[src/design/dmcc_pkg.sv]
`timescale 1ns / 1ps
`default_nettype none
// ----------------------------------------------------------------------------
// dmcc_pkg: shared types and constants of the direct-mapped cache controller
// Address split, line geometry, command and status codes, beat payloads.
// ----------------------------------------------------------------------------
package dmcc_pkg;

  localparam int unsigned LINES      = 16;
  localparam int unsigned LINE_BYTES = 8;

  // floor(log2(x)) for x >= 1
  localparam int unsigned OFF_W   = $clog2(LINE_BYTES + 1) - 1;
  localparam int unsigned IDX_W   = $clog2(LINES + 1) - 1;
  localparam int unsigned IDX_AW  = (IDX_W > 0) ? IDX_W : 1;
  localparam int unsigned ENTRIES = 1 << IDX_W;
  localparam int unsigned TAG_W   = 32 - OFF_W - IDX_W;
  localparam int unsigned LINE_W  = 8 * LINE_BYTES;

  localparam logic [31:0] OFF_MASK = 32'((64'd1 << OFF_W) - 64'd1);
  localparam logic [31:0] IDX_MASK = 32'((64'd1 << IDX_W) - 64'd1);

  localparam logic [1:0] FUNC_READ   = 2'd0;
  localparam logic [1:0] FUNC_WRITE  = 2'd1;
  localparam logic [1:0] FUNC_RETURN = 2'd2;

  localparam logic [1:0] STATUS_DONE   = 2'd0;
  localparam logic [1:0] STATUS_REQ    = 2'd1;
  localparam logic [1:0] STATUS_REJECT = 2'd2;

  typedef struct packed {
    logic [1:0]  func;
    logic [31:0] address;
    logic [7:0]  write_data;
    logic [63:0] line_data;
  } req_t;

  typedef struct packed {
    logic [1:0]  status;
    logic        hit;
    logic [7:0]  read_data;
    logic [31:0] mem_address;
    logic        mem_write;
    logic [7:0]  mem_write_data;
  } res_t;

  typedef struct packed {
    logic [TAG_W-1:0]  tag;
    logic [LINE_W-1:0] bytes;
  } entry_t;

endpackage
`default_nettype wire

[src/design/direct_mapped_cache_controller.sv]
`timescale 1ns / 1ps
`default_nettype none
// ----------------------------------------------------------------------------
// direct_mapped_cache_controller: write-through direct-mapped cache
// Tag and line store in one synchronous RAM, valid bits in flops, one
// outstanding memory request tracked by a pending flag and address.
// ----------------------------------------------------------------------------
//
//   channel   ports                  direction  qualifier
//   --------  ---------------------  ---------  --------------------------
//   request   start_i, req_i         in         start_i && !busy_o
//   result    done_o, res_o          out        done_o (one cycle, no stall)
//
// For each beat, the accept edge launches the RAM read at the beat's line
// index; the following LOOKUP cycle compares the tag, updates the RAM /
// valid bits / pending state and registers the result. The result shows on
// res_o with done_o in the cycle after LOOKUP, while the next beat may
// already be accepted. The registered RAM read, and holding the next read
// off until the LOOKUP write-back has landed, are why LOOKUP takes no beat.
// Reset clears valid bits, pending state and the FSM; RAM contents stay
// undefined and are only read under a set valid bit. The receiver cannot
// stall; busy_o is high only during LOOKUP.
// ----------------------------------------------------------------------------
module direct_mapped_cache_controller (
  input  wire logic            clk_i,
  input  wire logic            rst_ni,
  input  wire logic            start_i,
  input  wire dmcc_pkg::req_t  req_i,
  output logic                 busy_o,
  output logic                 done_o,
  output dmcc_pkg::res_t       res_o
);

  typedef enum logic {
    ST_IDLE,
    ST_LOOKUP
  } state_e;

  state_e                       state_q, state_d;
  logic                         pending_q, pending_d;
  logic [31:0]                  pend_addr_q, pend_addr_d;
  logic [dmcc_pkg::ENTRIES-1:0] valid_q, valid_d;
  dmcc_pkg::res_t               res_q, res_d;
  logic                         done_q, done_d;

  dmcc_pkg::req_t               req_q;
  dmcc_pkg::entry_t             rd_q;
  dmcc_pkg::entry_t             mem [dmcc_pkg::ENTRIES];

  logic                         accept;
  logic [dmcc_pkg::IDX_AW-1:0]  rd_idx;
  logic [dmcc_pkg::IDX_AW-1:0]  req_idx;
  logic [dmcc_pkg::IDX_AW-1:0]  pend_idx;
  logic [dmcc_pkg::TAG_W-1:0]   req_tag;
  logic [dmcc_pkg::TAG_W-1:0]   pend_tag;
  logic [dmcc_pkg::LINE_W-1:0]  fill_line;
  logic                         mem_we;
  dmcc_pkg::entry_t             wr_entry;

  // Pick byte (offset mod 8) out of a line.
  function automatic logic [7:0] pick_byte(logic [dmcc_pkg::LINE_W-1:0] line,
                                           logic [31:0] addr);
    logic [63:0] wide;
    logic [2:0]  off;
    begin
      wide = 64'(line);
      off  = 3'(addr & dmcc_pkg::OFF_MASK);
      pick_byte = 8'(wide >> {off, 3'b000});
    end
  endfunction

  assign accept   = start_i && (state_q == ST_IDLE);
  assign busy_o   = (state_q == ST_LOOKUP);
  assign done_o   = done_q;
  assign res_o    = res_q;

  // Address split: index and tag of the incoming, held and pending addresses.
  assign rd_idx   = dmcc_pkg::IDX_AW'((req_i.address >> dmcc_pkg::OFF_W) & dmcc_pkg::IDX_MASK);
  assign req_idx  = dmcc_pkg::IDX_AW'((req_q.address >> dmcc_pkg::OFF_W) & dmcc_pkg::IDX_MASK);
  assign pend_idx = dmcc_pkg::IDX_AW'((pend_addr_q >> dmcc_pkg::OFF_W) & dmcc_pkg::IDX_MASK);
  assign req_tag  = dmcc_pkg::TAG_W'(req_q.address >> (dmcc_pkg::OFF_W + dmcc_pkg::IDX_W));
  assign pend_tag = dmcc_pkg::TAG_W'(pend_addr_q >> (dmcc_pkg::OFF_W + dmcc_pkg::IDX_W));

  // Memory keeps only LINE_BYTES bytes of a returned line.
  assign fill_line      = dmcc_pkg::LINE_W'(req_q.line_data);
  assign wr_entry.tag   = pend_tag;
  assign wr_entry.bytes = fill_line;

  // Line store: read launched on accept, write at the end of LOOKUP. The two
  // never fall on the same edge, so no forwarding is needed.
  always_ff @(posedge clk_i) begin
    if (mem_we) begin
      mem[pend_idx] <= wr_entry;
    end
    if (accept) begin
      rd_q <= mem[rd_idx];
    end
  end

  // Hold the accepted beat for LOOKUP.
  always_ff @(posedge clk_i) begin
    if (accept) begin
      req_q <= req_i;
    end
  end

  // Tag check and state update for the held beat.
  always_comb begin
    state_d     = state_q;
    pending_d   = pending_q;
    pend_addr_d = pend_addr_q;
    valid_d     = valid_q;
    res_d       = '0;
    done_d      = 1'b0;
    mem_we      = 1'b0;

    unique case (state_q)
      ST_IDLE: begin
        if (accept) begin
          state_d = ST_LOOKUP;
        end
      end
      ST_LOOKUP: begin
        state_d      = ST_IDLE;
        done_d       = 1'b1;
        res_d.status = dmcc_pkg::STATUS_REJECT;
        unique case (req_q.func)
          dmcc_pkg::FUNC_READ: begin
            if (!pending_q) begin
              if (valid_q[req_idx] && (rd_q.tag == req_tag)) begin
                res_d.status    = dmcc_pkg::STATUS_DONE;
                res_d.hit       = 1'b1;
                res_d.read_data = pick_byte(rd_q.bytes, req_q.address);
              end else begin
                res_d.status      = dmcc_pkg::STATUS_REQ;
                res_d.mem_address = req_q.address;
                pending_d         = 1'b1;
                pend_addr_d       = req_q.address;
              end
            end
          end
          dmcc_pkg::FUNC_WRITE: begin
            if (!pending_q) begin
              res_d.status         = dmcc_pkg::STATUS_REQ;
              res_d.mem_address    = req_q.address;
              res_d.mem_write      = 1'b1;
              res_d.mem_write_data = req_q.write_data;
              pending_d            = 1'b1;
              pend_addr_d          = req_q.address;
            end
          end
          dmcc_pkg::FUNC_RETURN: begin
            if (pending_q) begin
              // Install the line and finish the pending access.
              mem_we            = 1'b1;
              valid_d[pend_idx] = 1'b1;
              pending_d         = 1'b0;
              res_d.status      = dmcc_pkg::STATUS_DONE;
              res_d.read_data   = pick_byte(fill_line, pend_addr_q);
            end
          end
          default: begin
            // Unused code: reject, drop the beat.
          end
        endcase
      end
      default: begin
        state_d = ST_IDLE;
      end
    endcase
  end

  always_ff @(posedge clk_i or negedge rst_ni) begin
    if (!rst_ni) begin
      state_q     <= ST_IDLE;
      pending_q   <= 1'b0;
      pend_addr_q <= '0;
      valid_q     <= '0;
      res_q       <= '0;
      done_q      <= 1'b0;
    end else begin
      state_q     <= state_d;
      pending_q   <= pending_d;
      pend_addr_q <= pend_addr_d;
      valid_q     <= valid_d;
      res_q       <= res_d;
      done_q      <= done_d;
    end
  end

endmodule
`default_nettype wire

[config.mk]
export PLATFORM = sky130hd
export DESIGN_NAME = direct_mapped_cache_controller
export DESIGN_NICKNAME = d
export VERILOG_FILES = /design/src/design/dmcc_pkg.sv /design/src/design/direct_mapped_cache_controller.sv
export SDC_FILE = /design/constraint.sdc
export NUM_CORES = 1
export LEC_CHECK = 0
export BUFFER_PORTS_ARGS = -buffer_cell sky130_fd_sc_hd__buf_2
export CAP_MARGIN = 20
export CELL_PAD_IN_SITES_DETAIL_PLACEMENT = 0
export CELL_PAD_IN_SITES_GLOBAL_PLACEMENT = 2
export CORE_MARGIN = 5
export CORE_UTILIZATION = 40
export CTS_CLUSTER_DIAMETER = 60
export DETAILED_ROUTE_END_ITERATION = 16
export PLACE_DENSITY_LB_ADDON = 0.1
export SYNTH_ARGS = -nofsm -noshare
export SYNTH_HDL_FRONTEND = slang
export SYNTH_SLANG_ARGS = --single-unit
export TNS_END_PERCENT = 5
[constraint.sdc]
create_clock -name clk_i -period 12.8 [get_ports clk_i]
set_clock_uncertainty 0.15 [all_clocks]
set_input_delay 2.56 -clock clk_i [delete_from_list [all_inputs] [get_ports clk_i]]
set_output_delay 2.56 -clock clk_i [all_outputs]
set_load 0.02 [all_outputs]
==> results.md, run 1 <==
- Outcome: completed
- Area of the multi-input gates: 12700 sq um
- RSZ-0062 raised after global routing: false
- Worst-Margin Slew: 1.11 ns
- Critical-path cell list: buf_8 > buf_4 > buf_4 > mux4_2 > mux4_2
- Post-Syn Nets: 2683
- XOR/XNOR Fraction of Synth Area: 0.340%
- Critical path peak fanout: 72
- CTS tree: built
- DR DRC count: 0
- Clock power frac: 40.0%
- Fin Hold WS: 0.297 ns
- Slowest stage cell, crit path: buf_4
- Clk root buf: clkbuf_16
- Largest family of logic cells by synthesized area: multiplexers
- Post-DRT Antenna Nets: 0
- Adder-cell area share of the yosys netlist: 0.0778%
- Sw Share: 22.2%
- Worst setup EP type: flop
- Sequential share of power: 54.6%
- Die area: 169000 sq um
- Pwr Density: 168 nW/um^2
- Post-Synth Simple-Gate Area: 0.881%
- Multiplexer share of the synthesized area: 17.6%
- Asr flop ratio synth: 5.98%
- Gpl congestion: 0.726
- Initial antenna violation count: 6
- Clock sinks: 1722
- Nets: 2970
- Post-route clock period utilization: 43.6%
- Slew Limit Fails: 0
- Startpoint class of the critical path: primary input
- Ratio of cells with drive above 1 in the final layout: 33.8%
- I/O Pins: 163
- Buffers on Ports: 162
- Worst hold path class: flop to flop
- Vias per cell: 5.52
- Sw Pwr: 2.75 mW
- Top FF cell, synth: edfxtp_1
- Final WS setup: 7.22 ns
- CTS buffer count: 184
- Syn Inst Count: 2570
- Part of the power in combinational logic: 5.3%
- Filler cells: 13100
- Synth cell types: 38
- Synth Register Bits: 1722
- Final min period: 5.58 ns
- Initial Util: 40.2%
- Worst Setup Path Type: primary input to flop
- CP peak stage delay: 0.96 ns
- Setup tns final: 0 ns
- Crit path DAT: 5.93 ns
- Max Freq: 179 MHz
- Clk_lat worst skew: 0.79 ns
- Design Area, Final: 73700 sq um
- Largest net degree at the start of global routing: 91
- Slew Limit Headroom: 26.2%
- Tot Pwr: 12.4 mW
- HPWL Detailed: 81100 um
- Internal power: 9.66 mW
- MaxCap Viol Count: 0
- Sequential area share after synthesis: 79.5%
- Area Overhead vs Synth: 14.5%
- Vias in the first global route: 30600
- Core footprint: 160000 sq um
- Final cell count without fillers: 5167
- Final hold viol count: 0
- Peak VDD IR: 0.000134 V
- Dpl cell area: 68000 sq um
- Post-CTS Resized: 0
- FP Rows: 147
- Avg Cell Area, Syn: 25.0 sq um
- Initial drt markers: 2903
- Die H: 411 um
- Final core utilization: 46.0%
- Leak pwr: 23.6 nW
- Gr ovfl total: 0
- Post-Route WL: 162000 um
- CTS clock-pin slew for the worst setup and hold paths: 0.06 ns
- GRT Total Usage: 19.3%
- First-pass DRT Iterations: 5
- Complex-gate fraction of the synthesized area: 0.618%
- Die X: 411 um
- Total number of vias: 28500
- Post-CTS Repair Setup Buffers: 0
- Mapped Area: 64400 sq um
- Critical Path RT: 13.16 ns
- Max clock buf depth: 3
- Routed WL per cell: 31.4 um
- Seq. cell area: 51200 sq um
- Dpl cells: 4830
- Cts hold-fix bufs: 0
- Global-route wire length before repair: 231000 um
- Post-synth EDFFs: 1619
- H-tree levels: 4
- Final setup viols: 0
- Pre-CTS setup slack: 6.35 ns
- Yosys warnings: 0
==> path summary, 6_finish.rpt <==
check | startpoint | endpoint | slack, ns | cells past startpoint
max in group asynchronous | rst_ni | res_o[16] | 9.43 | 2
setup / recovery | req_i[76] | rd_q[33] | 7.22 | 5
setup reg to reg | req_q[104] | mem[1][18] | 7.95 | 7
hold reg to reg | req_q[71] | res_o[7] | 0.30 | 1
hold / removal | req_q[71] | res_o[7] | 0.30 | 1
min in group asynchronous | rst_ni | pend_addr_q[28] | 1.75 | 1
==> layer usage <==
metal	track usage [%]	vias to the layer above	wire (um)
li1	-	11600	-
met1	27.4	15800	70500
met2	31.0	862	78300
met3	3.84	217	9500
met4	5.12	0	3920
met5	0	-	0
==> cell families (layout without fill, tap and decap cells) <==
family                     after synthesis  in the layout
other                                    0              2
and+or+nand+nor                        114            114
adders and majority gates                4              4
buffers and inverters                  129            564
muxes                                  529            529
xor gates and xnor gates                25             25
AOI/OAI and AO/OA                       47             47
DFF                                   1722           1722
==> synth_stat cells (2+ instances only) <==
library cell  instances  area, sq um
edfxtp_1           1619        48600
mux4_2              481        10800
dfrtp_1             103         2580
clkbuf_1             71          267
buf_2                41          205
nand2_1              37          139
mux2_1               32          360
a21oi_2              30          263
xor2_1               24          210
nor2_1               23         86.3
mux2i_1              16          160
or2_2                16          100
and2_1                8         50.1
o22ai_1               8         50.1
buf_6                 7         78.8
nor4_1                6         37.5
buf_1                 5         18.8
nor3_1                5         25.0
a21oi_1               4         20.0
ha_1                  4         50.1
nand3_1               4         20.0
inv_1                 3         11.3
nand3b_1              3         22.5
nand4_1               3         18.8
and3_1                2         12.5
nand2b_1              2         12.5
o21ai_0               2         10.0
==> worst max-delay path: cells and delay by family <==
kind	cells	cell delay [ns]
muxes	2	0.89
buffers and inverters	3	2.30
==> flip-flops by register name, indices dropped and copies added (netlist names) <==
register     cells
pend_addr_q     32
done_o           1
fill_line       64
busy_o           1
mem           1424
req_idx          4
req_q           38
rd_q            89
valid_q         16
pending_q        1
res_o           52
==> power groups by stage <==
| stage | sequential [mW] | combinational, mW | clock, mW |
|---|---|---|---|
| 2_1_floorplan | 6.78 | 0.446 | 0 |
| 3_5_place_dp | 6.90 | 0.683 | 0 |
| 3_3_place_gp | 6.87 | 0.676 | 0 |
| 4_1_cts | 6.78 | 0.686 | 5.11 |
| 5_1_grt | 6.81 | 0.710 | 5.35 |
| 6_report | 6.78 | 0.663 | 4.97 |
==> area by class of cell <==
type / instances / area share [%]
sequential: 1722 / 69.5
multi-input combinational: 719 / 17.3
clock buffer: 250 / 6.80
tap: 2160 / 3.67
timing repair buffer: 225 / 1.95
clock inverter: 84 / 0.825
inverter: 5 / 0.0255
antenna: 2 / 0.00679
==> placed cells by master, fill, tap and decap left out, types with 4 or more instances in the layout <==
cell          n
a21oi_1       4
a21oi_2      30
and2_1        8
buf_12        8
buf_2       157
buf_4        56
bufinv_16     6
clkbuf_1     52
clkbuf_16   186
clkbuf_8     12
clkinv_1     42
clkinv_2     20
dfrtp_1     102
edfxtp_1   1619
ha_1          4
inv_6         8
mux2_1       32
mux2i_1      16
mux4_2      481
nand2_1      37
nand3_1       4
nor2_1       10
nor2_4       12
nor3_2        4
nor4_1        6
o22ai_1       8
or2_2        16
xor2_1       24
Power figures use the tool's default switching activity.
==> inputs of run 2 (changes only) <==
==> constraint.sdc (replaced) <==
create_clock -name clk_i -period 5.4 [get_ports clk_i]
set_clock_uncertainty 0.15 [all_clocks]
set_input_delay 1.08 -clock clk_i [delete_from_list [all_inputs] [get_ports clk_i]]
set_output_delay 1.08 -clock clk_i [all_outputs]
set_load 0.02 [all_outputs]
==> run 2 against run 1 <==
Effect of this change:
- count of clock-buffer cells in the layout shrank 11
- flip-flop and latch count is the same
- cell count grew 0.48%
- worst hold slack lost 0.069 ns
- setup slack lost 5.5 ns
- global-route usage grew 0.17 points
- first-iteration DRC count shrank 5.2%
==> results.md, run 2 (synthesis results as in run 1) <==
- Outcome: completed
- Cts hold-fix bufs: 0
- Commonest non-fill, non-tap cell in the layout: edfxtp_1
- R2R Path Start: req_q[104]
- Clk_lat worst skew: 0.79 ns
- Slew Limit Headroom: 33.8%
- Internal power: 23.4 mW
- Sw Pwr: 6.76 mW
- Final setup viols: 0
- Part of the power in combinational logic: 5.3%
- Die area: 169000 sq um
- Max Freq: 271 MHz
- Vias per cell: 5.53
- Clock sinks: 1722
- Worst setup startpoint: req_q[104]
- First-pass DRT Iterations: 5
- I/O Pins: 163
- Buffers on Ports: 162
- Dpl cells: 4843
- Global-route wire length before repair: 234000 um
- Tot Pwr: 30.2 mW
- Largest net degree at the start of global routing: 102
- Slew Limit Fails: 0
- Initial antenna violation count: 12
- Cell family with most CP delay: simple AND/OR/NAND/NOR gates
- Levels on crit path: 6
- Startpoint class of the critical path: flop
- Worst-Margin Slew: 0.990 ns
- Post-Route WL: 164000 um
- Filler cells: 13000
- Sequential share of power: 53.4%
- Initial Util: 40.2%
- Die X: 411 um
- Post-CTS Resized: 0
- Worst setup EP type: flop
- Sw Share: 22.4%
- Final min period: 3.69 ns
- CTS tree: built
- CP Capture Point: mem[0][65]
- Final hold viol count: 0
- Critical Path RT: 5.67 ns
- Gr ovfl total: 0
- Slowest stage cell, crit path: or3_1
- DR DRC count: 0
- FF-to-FF End: mem[0][65]
- Max clock buf depth: 3
- Area Overhead vs Synth: 15.9%
- CTS clock-pin slew for the worst setup and hold paths: 0.06 ns
- Die H: 411 um
- H-tree levels: 4
- Worst Setup Path Type: flop to flop
- HPWL Detailed: 83900 um
- Pwr Density: 404 nW/um^2
- Post-route clock period utilization: 68.4%
- Peak VDD IR: 0.000325 V
- R2R setup slack: 1.71 ns
- Max FFs per register: 1424
- Crit path DAT: 3.97 ns
- Initial drt markers: 2751
- Post-CTS Repair Setup Buffers: 0
- Critical path peak fanout: 21
- Routed WL per cell: 31.5 um
- Largest Register: mem
- Buf+Inv Stages, Crit Path: 2
- Clk root buf: clkbuf_16
- Most frequent cells in the layout: edfxtp_1, mux4_2, clkbuf_16
- Post-DRT Antenna Nets: 0
- Leak pwr: 24.0 nW
- CP peak stage delay: 0.72 ns
- Critical-path cell list: inv_1 > ha_1 > nand3_1 > or3_1 > nor3_4 > buf_4
- Vias in the first global route: 30800
- Total number of vias: 28700
- GRT Total Usage: 19.5%
- FF-to-FF path depth: 6
- Final cell count without fillers: 5192
- Clock power frac: 41.3%
- CTS buffer count: 185
- Worst hold path class: primary input to async pin
- Ratio of cells with drive above 1 in the final layout: 34.8%
- MaxCap Viol Count: 0
- RSZ-0062 raised after global routing: false
- FP Rows: 147
- Nets: 2984
- Gpl congestion: 0.731
- Core footprint: 160000 sq um
## run 2: worst min-delay path by stage
stage                         start              end
after floorplan           req_q[64]         res_o[0]
after global placement    req_q[70]         res_o[6]
after detailed placement  req_q[71]         res_o[7]
after CTS                    rst_ni  pend_addr_q[29]
after global routing      req_i[16]    fill_line[16]
final                        rst_ni  pend_addr_q[29]
## run 2: cell type report
cell class / count / area [sq um] / area share (%)
sequential: 1722 / 51200 / 68.6
timing repair buffer: 238 / 1950 / 2.61
inverter: 5 / 18.8 / 0.0252
clock inverter: 107 / 1070 / 1.44
multi-input combinational: 719 / 12700 / 17.1
clock buffer: 239 / 4940 / 6.63
tap: 2160 / 2700 / 3.62
antenna: 2 / 5.00 / 0.00671
## run 2: power by group through the flow
stage / sequential (mW) / clock (mW) / combinational [mW]
2_1_floorplan: 16.0 / 0 / 1.06
3_3_place_gp: 16.3 / 0 / 1.65
3_5_place_dp: 16.4 / 0 / 1.66
4_1_cts: 16.1 / 12.8 / 1.67
5_1_grt: 16.2 / 13.4 / 1.72
6_report: 16.1 / 12.5 / 1.61
## run 2: stage by stage
| stage | TNS [ns] | utilization (%) | area, sq um | hold slack, ns | worst slack [ns] |
|---|---|---|---|---|---|
| floorplan | -836.54 | - | 64400 | 0.277 | -2.50 |
| global placement | 0 | 42.8 | 68500 | 0.295 | 1.69 |
| detailed placement | 0 | 42.8 | 68600 | 0.284 | 1.73 |
| CTS | 0 | 46.6 | 74600 | 0.197 | 1.72 |
| global route | 0 | 46.6 | 74600 | 0.243 | 1.59 |
| finish | 0 | 46.6 | 74600 | 0.228 | 1.71 |
## run 2: worst reg2reg max path: stages (launching register included)
cell and delay, ns:
edfxtp_1 0.44, inv_1 0.12, ha_1 0.20, nand3_1 0.55
or3_1 0.73, nor3_4 0.61, buf_4 0.52
## run 2: per-layer routing
layer	vias up	global-route usage, %	wire [um]
met1	16000	27.2	70600
li1	11600	-	-
met4	0	4.75	3310
met3	220	3.84	9100
met5	-	0	0
met2	861	31.9	80500
